===== config.mk =====
export PLATFORM = sky130hd
export DESIGN_NAME = sorted_delivery_timer_queue_core
export DESIGN_NICKNAME = d
export VERILOG_FILES = /design/src/rtl/sdtq_pkg.sv /design/src/rtl/sdtq_cell.sv /design/src/rtl/sorted_delivery_timer_queue_core.sv
export SDC_FILE = /design/constraint.sdc
export NUM_CORES = 2
export LEC_CHECK = 0
export BUFFER_PORTS_ARGS = -buffer_cell sky130_fd_sc_hd__buf_2
export CAP_MARGIN = 20
export CELL_PAD_IN_SITES_DETAIL_PLACEMENT = 1
export CELL_PAD_IN_SITES_GLOBAL_PLACEMENT = 1
export CORE_MARGIN = 2
export CORE_UTILIZATION = 47
export CTS_BUF_LIST = sky130_fd_sc_hd__clkbuf_8
export DETAILED_ROUTE_END_ITERATION = 10
export GPL_TIMING_DRIVEN = 0
export HOLD_SLACK_MARGIN = 0.03
export MAX_ROUTING_LAYER = met4
export PLACE_DENSITY = 0.76
export SLEW_MARGIN = 10
export SYNTH_ARGS = -nofsm -noshare
export SYNTH_HDL_FRONTEND = slang
export SYNTH_SLANG_ARGS = --single-unit
export TNS_END_PERCENT = 100

===== constraint.sdc =====
create_clock -name clk -period 5.6 [get_ports clk]
set_clock_uncertainty 0.05 [all_clocks]
set_input_delay 1.12 -clock clk [delete_from_list [all_inputs] [get_ports clk]]
set_output_delay 1.12 -clock clk [all_outputs]
set_load 0.05 [all_outputs]

===== src/rtl/sdtq_pkg.sv =====
// Package for the sorted delivery timer queue: field widths, codes and the
// transaction and cell structs. Depends on nothing; every other file imports it.
`timescale 1ns / 1ps

package sdtq_pkg;

  localparam int TIME_BITS    = 20;
  localparam int TAG_BITS     = 16;
  localparam int CAPACITY_DEF = 16;
  localparam int OCC_OUT_BITS = 5;

  localparam logic OP_INSERT = 1'b0;
  localparam logic OP_TICK   = 1'b1;

  localparam logic [1:0] STATUS_ACCEPTED = 2'd0;
  localparam logic [1:0] STATUS_REJECTED = 2'd1;
  localparam logic [1:0] STATUS_TICK     = 2'd2;

  typedef struct packed {
    logic                 opcode;
    logic [TAG_BITS-1:0]  item_tag;
    logic [TIME_BITS-1:0] delay_seconds;
    logic [TIME_BITS-1:0] elapsed_seconds;
  } cmd_t;

  typedef struct packed {
    logic [1:0]              status;
    logic                    delivered_valid;
    logic [TAG_BITS-1:0]     delivered_tag;
    logic                    last_result;
    logic [OCC_OUT_BITS-1:0] occupancy_after;
  } result_t;

  typedef enum logic [1:0] {
    CELL_HOLD   = 2'd0,
    CELL_INSERT = 2'd1,
    CELL_TICK   = 2'd2,
    CELL_SHIFT  = 2'd3
  } cell_op_t;

  // Broadcast to every cell in the chain.
  typedef struct packed {
    cell_op_t             op;
    logic [TAG_BITS-1:0]  tag;
    logic [TIME_BITS-1:0] delay;
    logic [TIME_BITS-1:0] elapsed;
  } cell_bus_t;

  typedef struct packed {
    logic                 valid;
    logic [TIME_BITS-1:0] time_left;
    logic [TAG_BITS-1:0]  tag;
  } cell_data_t;

endpackage


===== src/rtl/sdtq_cell.sv =====
// One queue cell: holds one entry and trades it with its neighbors.
// Depends on sdtq_pkg.
`timescale 1ns / 1ps

module sdtq_cell (
  input  logic               clk,
  input  logic               rst,
  input  sdtq_pkg::cell_bus_t  bus,
  input  sdtq_pkg::cell_data_t prev_data,
  input  sdtq_pkg::cell_data_t next_data,
  input  logic               keep_in,
  output logic               keep_out,
  output sdtq_pkg::cell_data_t data
);
  import sdtq_pkg::*;

  cell_data_t data_next;

  // The entry stays ahead of a new item when its time is not larger.
  assign keep_out = data.valid && (data.time_left <= bus.delay);

  always_comb begin
    data_next = data;
    case (bus.op)
      CELL_INSERT: begin
        if (!keep_out) begin
          if (keep_in) begin
            data_next.valid     = 1'b1;
            data_next.time_left = bus.delay;
            data_next.tag       = bus.tag;
          end else begin
            data_next = prev_data;
          end
        end
      end
      CELL_TICK: begin
        data_next.time_left = (data.time_left > bus.elapsed) ?
                              data.time_left - bus.elapsed : '0;
      end
      CELL_SHIFT: data_next = next_data;
      default:    data_next = data;
    endcase
  end

  always_ff @(posedge clk) begin
    data.time_left <= data_next.time_left;
    data.tag       <= data_next.tag;
    if (rst) begin
      data.valid <= 1'b0;
    end else begin
      data.valid <= data_next.valid;
    end
  end

endmodule


===== src/rtl/sorted_delivery_timer_queue_core.sv =====
// Top level of the sorted delivery timer queue: a chain of sdtq_cell entries
// plus the command sequencer and the registered result port. Depends on sdtq_pkg.
`timescale 1ns / 1ps

//  Channel   Handshake            Payload    Direction
//  command   start & !busy        cmd        in
//  result    done (one cycle)     result     out
//
// An insert's single result appears the cycle after it is accepted, and busy
// stays low, so inserts may follow each other every cycle. A tick first
// subtracts the elapsed time in every cell, then reports each delivered tag
// in turn as the head cell shifts out, or gives a single empty report when
// no entry is due. Reset is synchronous on rst and clears the cell valid
// bits, the occupancy count and the sequencer.
// The receiver cannot stall; each result is on the port for exactly one cycle.

module sorted_delivery_timer_queue_core #(
  parameter int CAPACITY = sdtq_pkg::CAPACITY_DEF
) (
  input  logic             clk,
  input  logic             rst,
  input  logic             start,
  input  sdtq_pkg::cmd_t   cmd,
  output logic             busy,
  output logic             done,
  output sdtq_pkg::result_t result
);
  import sdtq_pkg::*;

  localparam int OCC_W = $clog2(CAPACITY + 1);

  typedef enum logic [1:0] {
    ST_IDLE  = 2'b01,
    ST_DRAIN = 2'b10
  } state_t;

  state_t            state;
  logic [OCC_W-1:0]  occ;
  cell_bus_t         bus;
  cell_data_t        cells [CAPACITY];
  cell_data_t        prev_of [CAPACITY];
  cell_data_t        next_of [CAPACITY];
  logic              keep [CAPACITY];
  logic              keep_in_of [CAPACITY];
  logic [CAPACITY-1:0] due_vec;
  logic [OCC_W-1:0]  due_cnt;
  logic [OCC_W-1:0]  occ_after;
  logic              full;
  logic              accept;

  assign busy   = (state != ST_IDLE);
  assign accept = start && !busy;
  assign full   = cells[CAPACITY-1].valid;

  // The chain of cells. Cell 0 sees a neighbor that always keeps its place,
  // so a new item lands there when nothing held goes in front of it.
  for (genvar i = 0; i < CAPACITY; i++) begin : g_cell
    if (i == 0) begin : g_head
      assign prev_of[i]    = '0;
      assign keep_in_of[i] = 1'b1;
    end else begin : g_body
      assign prev_of[i]    = cells[i-1];
      assign keep_in_of[i] = keep[i-1];
    end
    if (i == CAPACITY - 1) begin : g_tail
      assign next_of[i] = '0;
    end else begin : g_mid
      assign next_of[i] = cells[i+1];
    end

    // Entries with zero time left form a prefix of the queue after a tick.
    assign due_vec[i] = cells[i].valid && (cells[i].time_left == '0);

    sdtq_cell u_cell (
      .clk       (clk),
      .rst       (rst),
      .bus       (bus),
      .prev_data (prev_of[i]),
      .next_data (next_of[i]),
      .keep_in   (keep_in_of[i]),
      .keep_out  (keep[i]),
      .data      (cells[i])
    );
  end

  // Each delivery removes one due entry and one from the count, so this
  // difference already equals the occupancy after all removals.
  assign due_cnt   = OCC_W'($countones(due_vec));
  assign occ_after = occ - due_cnt;

  // Command broadcast to the cells.
  always_comb begin
    bus.tag     = cmd.item_tag;
    bus.delay   = cmd.delay_seconds;
    bus.elapsed = cmd.elapsed_seconds;
    bus.op      = CELL_HOLD;
    unique case (state)
      ST_IDLE: begin
        if (accept) begin
          if (cmd.opcode == OP_TICK) begin
            bus.op = CELL_TICK;
          end else if (!full) begin
            bus.op = CELL_INSERT;
          end
        end
      end
      ST_DRAIN: begin
        if (due_vec[0]) begin
          bus.op = CELL_SHIFT;
        end
      end
      default: bus.op = CELL_HOLD;
    endcase
  end

  // Sequencer, occupancy count and the registered result transaction.
  always_ff @(posedge clk) begin
    if (rst) begin
      state <= ST_IDLE;
      occ   <= '0;
      done  <= 1'b0;
    end else begin
      done <= 1'b0;
      unique case (state)
        ST_IDLE: begin
          if (accept) begin
            if (cmd.opcode == OP_TICK) begin
              state <= ST_DRAIN;
            end else begin
              done                   <= 1'b1;
              result.delivered_valid <= 1'b0;
              result.delivered_tag   <= '0;
              result.last_result     <= 1'b1;
              if (full) begin
                result.status          <= STATUS_REJECTED;
                result.occupancy_after <= OCC_OUT_BITS'(occ);
              end else begin
                result.status          <= STATUS_ACCEPTED;
                result.occupancy_after <= OCC_OUT_BITS'(occ + 1'b1);
                occ                    <= occ + 1'b1;
              end
            end
          end
        end
        ST_DRAIN: begin
          done                   <= 1'b1;
          result.status          <= STATUS_TICK;
          result.occupancy_after <= OCC_OUT_BITS'(occ_after);
          if (due_vec[0]) begin
            // The head cell is due: hand out its tag and shift the chain.
            result.delivered_valid <= 1'b1;
            result.delivered_tag   <= cells[0].tag;
            result.last_result     <= !due_vec[1];
            occ                    <= occ - 1'b1;
            if (!due_vec[1]) begin
              state <= ST_IDLE;
            end
          end else begin
            // Nothing reached zero: a single empty report.
            result.delivered_valid <= 1'b0;
            result.delivered_tag   <= '0;
            result.last_result     <= 1'b1;
            state                  <= ST_IDLE;
          end
        end
        default: state <= ST_IDLE;
      endcase
    end
  end

endmodule


Word-level counts from Yosys, hierarchy flattened
Cells that the tools add are included.

Logic and storage cells: 357. Bits in registers: 625. Output and inout port bits: 27.

Multiplexer cells: 118. Reduce and logical (&&, ||, !) cells: 89. $add $sub $neg: 34. Bitwise operators: 1. Order comparisons: 32. Eq/ne operators: 27.

Operator list (number): $mux W37 (31); $pmux W20 S3 (16); $pmux W16 S2 (16); $gt A20 B20 Y1 (16); $le A20 B20 Y1 (16); $logic_not A20 Y1 (16); $mux W20 (16); $sub A20 B20 Y20 (16); $reduce_and A2 Y1 (32); $mux W25 (2); $pmux W25 S2 (1); $ne A2 B2 Y1 const B (20); $pmux W1 S2 (17); $logic_and A1 B1 Y1 (33); $mux W5 (4); $mux W18 (1); $add A1 B1 Y2 (8); $mux W2 (7); $add A2 B2 Y3 (4); $pmux W5 S2 (1); $add A3 B3 Y4 (2); $pmux W2 S2 (2); $reduce_and A4 Y1 (2); $eq A2 B2 Y1 const B (3); other kinds (13) (19).

Logic depth before layout (Yosys ltp)
Word-level depth: 8. Mapped depth: 21. Gate-level depth less buffers: 21.

By module
From an unflattened synthesis, not the netlist that was laid out.

Cell total of the unflattened synthesis: 7204. Area total of the unflattened synthesis: 63530.9 sq um.

By module, submodules not included: sdtq_cell at g_cell[0].u_cell ... (instances 8, sequential area each 1101.1 sq um, area each 3826.2 sq um, cells each 439); sdtq_cell at g_cell[4].u_cell ... (instances 5, sequential area each 1101.1 sq um, area each 3759.9 sq um, cells each 421); sdtq_cell at g_cell[3].u_cell (instances 1, sequential area each 1101.1 sq um, area each 3666.0 sq um, cells each 414); sdtq_cell at g_cell[9].u_cell (instances 1, sequential area each 1101.1 sq um, area each 3619.7 sq um, cells each 402); sdtq_cell at g_cell[12].u_cell (instances 1, sequential area each 1101.1 sq um, area each 3579.7 sq um, cells each 405); sorted_delivery_timer_queue_core (instances 1, sequential area each 910.9 sq um, area each 3256.9 sq um, cells each 366).

Worst setup path before layout
OpenSTA, ideal clock, no wires.

Path kind: flip-flop to flip-flop. Start point: register g_cell[14].u_cell.data[34] (netlist name). End point: register result[4] (netlist name) (data pin). Data required time: 5.281 ns. Data arrival time: 5.233 ns. Stages on the path, launching flop included: 20. Slack: 0.048 ns. Setup time: 0.269 ns. Cells stage by stage: edfxtp_1 or4b_2 nor3_1 nand4_1 fa_1 inv_1 fa_1 inv_1 fa_1 fa_1 fa_1 inv_1 fa_1 inv_1 ha_1 o21ai_0 nand2b_1 a21oi_1 xnor2_1 a21oi_1.

Word-level cells in the longest chain between the ends: 8.

Ends and longest elaborated chain: from (decl) (RTL line sdtq_cell.sv:13) `output sdtq_pkg::cell_data_t data`; $logic_not A20 Y1 (RTL line sorted_delivery_timer_queue_core.sv:72) `assign due_vec[i] = cells[i].valid && (cells[i].time_left == '0);`; $logic_and A1 B1 Y1 (RTL line sorted_delivery_timer_queue_core.sv:72); $add A1 B1 Y2 (not written as such) (RTL line sorted_delivery_timer_queue_core.sv:88) `assign due_cnt = OCC_W'($countones(due_vec));`; $add A2 B2 Y3 (not written as such) (RTL line sorted_delivery_timer_queue_core.sv:88); $add A3 B3 Y4 (not written as such) (RTL line sorted_delivery_timer_queue_core.sv:88); $add A4 B4 Y5 (not written as such) (RTL line sorted_delivery_timer_queue_core.sv:88); $sub A5 B5 Y5 (RTL line sorted_delivery_timer_queue_core.sv:89) `assign occ_after = occ - due_cnt;`; $pmux W25 S2 (RTL line sorted_delivery_timer_queue_core.sv:124) `unique case (state)`; to (decl) (RTL line sorted_delivery_timer_queue_core.sv:26) `output sdtq_pkg::result_t result`.

Every way passes these cells. A chain may end at the register's enable or synchronous reset.

Worst setup path after layout
Start point: register g_cell[8].u_cell.data[28] (netlist name). End point: register result[3] (netlist name) (data pin).

Word-level cells in the longest chain between the ends: 8.

Ends and longest elaborated chain (RTL line): from (decl) (sdtq_cell.sv:13); $logic_not A20 Y1 (sorted_delivery_timer_queue_core.sv:72); $logic_and A1 B1 Y1 (sorted_delivery_timer_queue_core.sv:72); $add A1 B1 Y2 (not written as such) (sorted_delivery_timer_queue_core.sv:88); $add A2 B2 Y3 (not written as such) (sorted_delivery_timer_queue_core.sv:88); $add A3 B3 Y4 (not written as such) (sorted_delivery_timer_queue_core.sv:88); $add A4 B4 Y5 (not written as such) (sorted_delivery_timer_queue_core.sv:88); $sub A5 B5 Y5 (sorted_delivery_timer_queue_core.sv:89); $pmux W25 S2 (sorted_delivery_timer_queue_core.sv:124).

Every way passes these cells.

==> impl_metrics.tcl <==
set metrics [dict create \
    grt_start_max_net_pins 33 \
    start_kind "flop" \
    hold_violations 0 \
    hold_start "g_cell[15].u_cell.data[8]" \
    hold_class "reg2reg" \
    status "finished, violations left" \
    numCtsBuffers 120 \
    synth-edff-count 601 \
    die_x_um 346 \
    synth_seq_area_share 0.338 \
    cts_root_buf "clkbuf_8" \
    max_freq_mhz 160 \
    slowest_stage "fa_2" \
    worst_pin_slew_ns 1.38 \
    num_vias 55700 \
    drive_above_1_share 0.0836 \
    post-route-min-period_ns 6.24 \
    r2r_cells 20 \
    hpwl_um 215000 \
    drc 0 \
    dp_cells 7493 \
    postLayoutSetupSlackWorst_ns -0.638 \
    multiInputGateArea_um2 34800 \
    synth-seq-cells 625 \
    grt_pass1_vias 55000 \
    row_count 125 \
    cts_sinks 625 \
    cap_viol_max_count 0 \
    fin_cells 7770 \
    path_clk_slew_ns 0.07 \
    ios 87 \
    overflow 0 \
    syn-num-nets 6549 \
    vias_per_cell 7.17 \
    dieArea_um2 119000 \
    pre_cts_ws_ns -1.62 \
    cpPeakStageDelay_ns 0.88 \
    p_leak_uw 0.0246 \
    grt_use_total 0.472 \
    ir_drop_mv 0.226 \
    detail-route-antenna-nets 0 \
    min_delay_worst_endpoint "g_cell[14].u_cell.data[8]" \
    finalCritPeriodShare 1.11 \
    crit-reg2reg-launch "g_cell[8].u_cell.data[28]" \
    numPortBuffers 84 \
    drt_iter0_markers 8001 \
    grt_pass1_wl_um 397000 \
    place_area_um2 58500 \
    initial_core_util 0.473 \
    r2r_setup_slack_ns -0.64 \
    r2r-end "result[3]" \
    place.gp.congestion 1.09 \
    critical_path_required_ns 6.14 \
    drt_wl_total_um 283000 \
    fillCellCount 13300 \
    syn_avg_cell_area_um2 9.43 \
    yosysUniqueCellTypes 82 \
    synth-main-ff-cell "edfxtp_1" \
    critPathMaxFanout 2 \
    criticalPathCategory "reg2reg" \
    stdcell_area_um2 61400 \
    cts_tree "yes" \
    slew_headroom 0.0815 \
    syn_area_um2 54800 \
    grt_setup_unrepaired "yes" \
    critPathCaptureType "flop" \
    cts_hold_buf 0 \
    h-tree-depth 3 \
    violations "negative setup slack" \
    crit_chain "or4_4 -> nor4_4 -> nand4_1 -> fa_2 -> inv_2 -> fa_2 -> ha_4 -> nor2_2 -> fa_1 -> inv_2 -> fa_1 -> inv_1 -> fa_1 -> inv_2 -> ha_4 -> o21ai_2 -> nand2b_1 -> a21oi_2 -> xor2_1 -> a21oi_1" \
    clk_path_buf_depth 3 \
    hold_depth 2 \
    final_nets 6842 \
    powerDensity_nw_per_um2 298 \
    antenna_found_initial 21 \
    yosys_warnings 0 \
    core_um2 116000 \
    die_h_um 346 \
    async_flop_share 0 \
    worstSkewPairLatency_ns 0.90 \
    cp.arrival_ns 6.78 \
    drv_slew 0 \
    netlist_instances 5815 \
    postLayoutCoreUtil 0.530 \
    setup-violations-final 60 \
    area_growth_pct 12.0 \
    area.sequential_um2 18500 \
    fin_hold_ws_ns 0.445 \
    dr.pass1.iters 8 \
    routedWlPerCell_um 36.4 \
]
==> kinds of logic (layout without fill, tap and decap cells) <==
logic type,after synthesis,in the layout,share of synthesized area
adders and majority gates,674,674,0.158
xor gates and xnor gates,259,259,0.0414
AOI/OAI and AO/OA,1823,1823,0.213
buffers and inverters,457,850,0.0324
muxes,456,456,0.0833
and+or+nand+nor,1521,1521,0.134
other,0,38,0
DFF,625,625,0.338
==> layer usage <==
metal,track usage,vias to the layer above,wire length [µm],share of wire
li1,-,23100,-,-
met1,0.601,27400,108000,0.38
met4,0.312,0,21700,0.077
met3,0.139,1090,38500,0.14
met2,0.646,4152,114000,0.40
met5,-,-,0,0
==> power breakdown <==
| group | internal, µW | switching, µW | total [µW] |
|---|---|---|---|
| logic | 2500 | 4120 | 6630 |
| registers | 5830 | 936 | 6760 |
| clock network | 2440 | 2460 | 4900 |
==> cell usage in the layout (no fill, tap or decap), types with 27 or more instances in the layout <==
cell	n
o21ai_1	152
clkbuf_1	201
clkinv_1	27
edfxtp_1	601
a31oi_1	36
inv_2	47
o31ai_1	33
buf_6	29
nand2b_1	39
buf_2	117
nand3_1	100
nor2_1	315
a211oi_1	33
clkbuf_8	132
xor2_1	106
a221o_1	128
a21oi_1	348
and2_1	28
o22ai_1	27
mux2i_1	452
a21o_1	172
nand2_1	492
and3_1	31
o21a_1	76
nand4_1	164
nor2b_1	69
o21ai_0	467
nor3_1	104
fa_1	30
ha_1	637
xnor2_1	153
o21bai_1	34
a22oi_1	122
nor4_1	76
inv_1	160
diode_2	38
==> sequential cells by signal, indices dropped and copies added (netlist names) <==
name                count
g_cell.u_cell.data    592
result                 25
occ                     5
state                   2
done                    1
==> final cells by class <==
cell class	count	share of cell area
Tap cell	1524	0.0310
Clock inverter	92	0.0102
Sequential cell	625	0.302
Inverter	172	0.0107
Clock buffer	130	0.0291
Antenna cell	38	0.00155
Multi-Input combinational cell	4733	0.567
Timing Repair Buffer	171	0.0295
Buffer	285	0.0194
==> through the flow <==
step | TNS [ns] | total power, µW
final | -5.35 | 18300
after global routing | -2.92 | 18800
after CTS | -2.49 | 17900
after detailed placement | -518.59 | 13000
after global placement | -2740.01 | 12600
after floorplan | 0 | 10500
==> synth_stat cells, drive strengths merged (17+ instances only) <==
cell	instances	area (µm²)
dfxtp	24	480
nor3	106	531
a21oi	376	1880
a31oi	38	238
nand2	492	1850
nor2b	69	432
nand2b	39	244
and2	29	184
o21bai	34	255
or3	25	156
nand3	100	500
a311oi	17	149
o31ai	33	248
a211oi	34	260
edfxtp	601	18000
mux2i	452	4520
and3	31	194
a21o	172	1290
a22oi	122	916
clkbuf	222	833
nand4	164	1030
a221o	128	1280
ha	640	8010
or2	23	144
o21ai	622	3110
nor2	319	1200
buf	63	300
o211ai	26	195
xnor2	153	1340
inv	172	646
o22ai	27	169
xor2	106	928
fa	34	681
o21a	76	571
nor4	77	482
==> what timing repair did <==
action                                  CTS  global route
buffers inserted                          8             4
gates resized for setup                  36            26
pin swaps                                16             5
hold endpoints to repair                  0             0
endpoints found under the setup margin  143           206
==> worst max-delay path: cells and delay by family, from the launching register on <==
family,cells,cell delay (ns)
adder cells (fa/ha/maj),7,3.33
AND/OR/NAND/NOR,5,1.47
flip-flops,1,0.45
AO/OA/AOI/OAI,3,0.28
buffers and inverters,4,0.21
XOR/XNOR,1,0.16
==> how the worst max path moves through the flow <==
stage	slack [ns]	end	cells past startpoint	startpoint
global placement	-4.25	g_cell[14].u_cell.data[24]	14	cmd[31]
detailed placement	-1.62	g_cell[14].u_cell.data[24]	16	cmd[29]
CTS	-0.66	result[3]	19	g_cell[8].u_cell.data[28]
global route	-0.80	result[3]	20	g_cell[8].u_cell.data[28]
floorplan	0.05	result[4]	19	g_cell[14].u_cell.data[34]
finish	-0.64	result[3]	20	g_cell[8].u_cell.data[28]
Power figures use the tool's default switching activity.
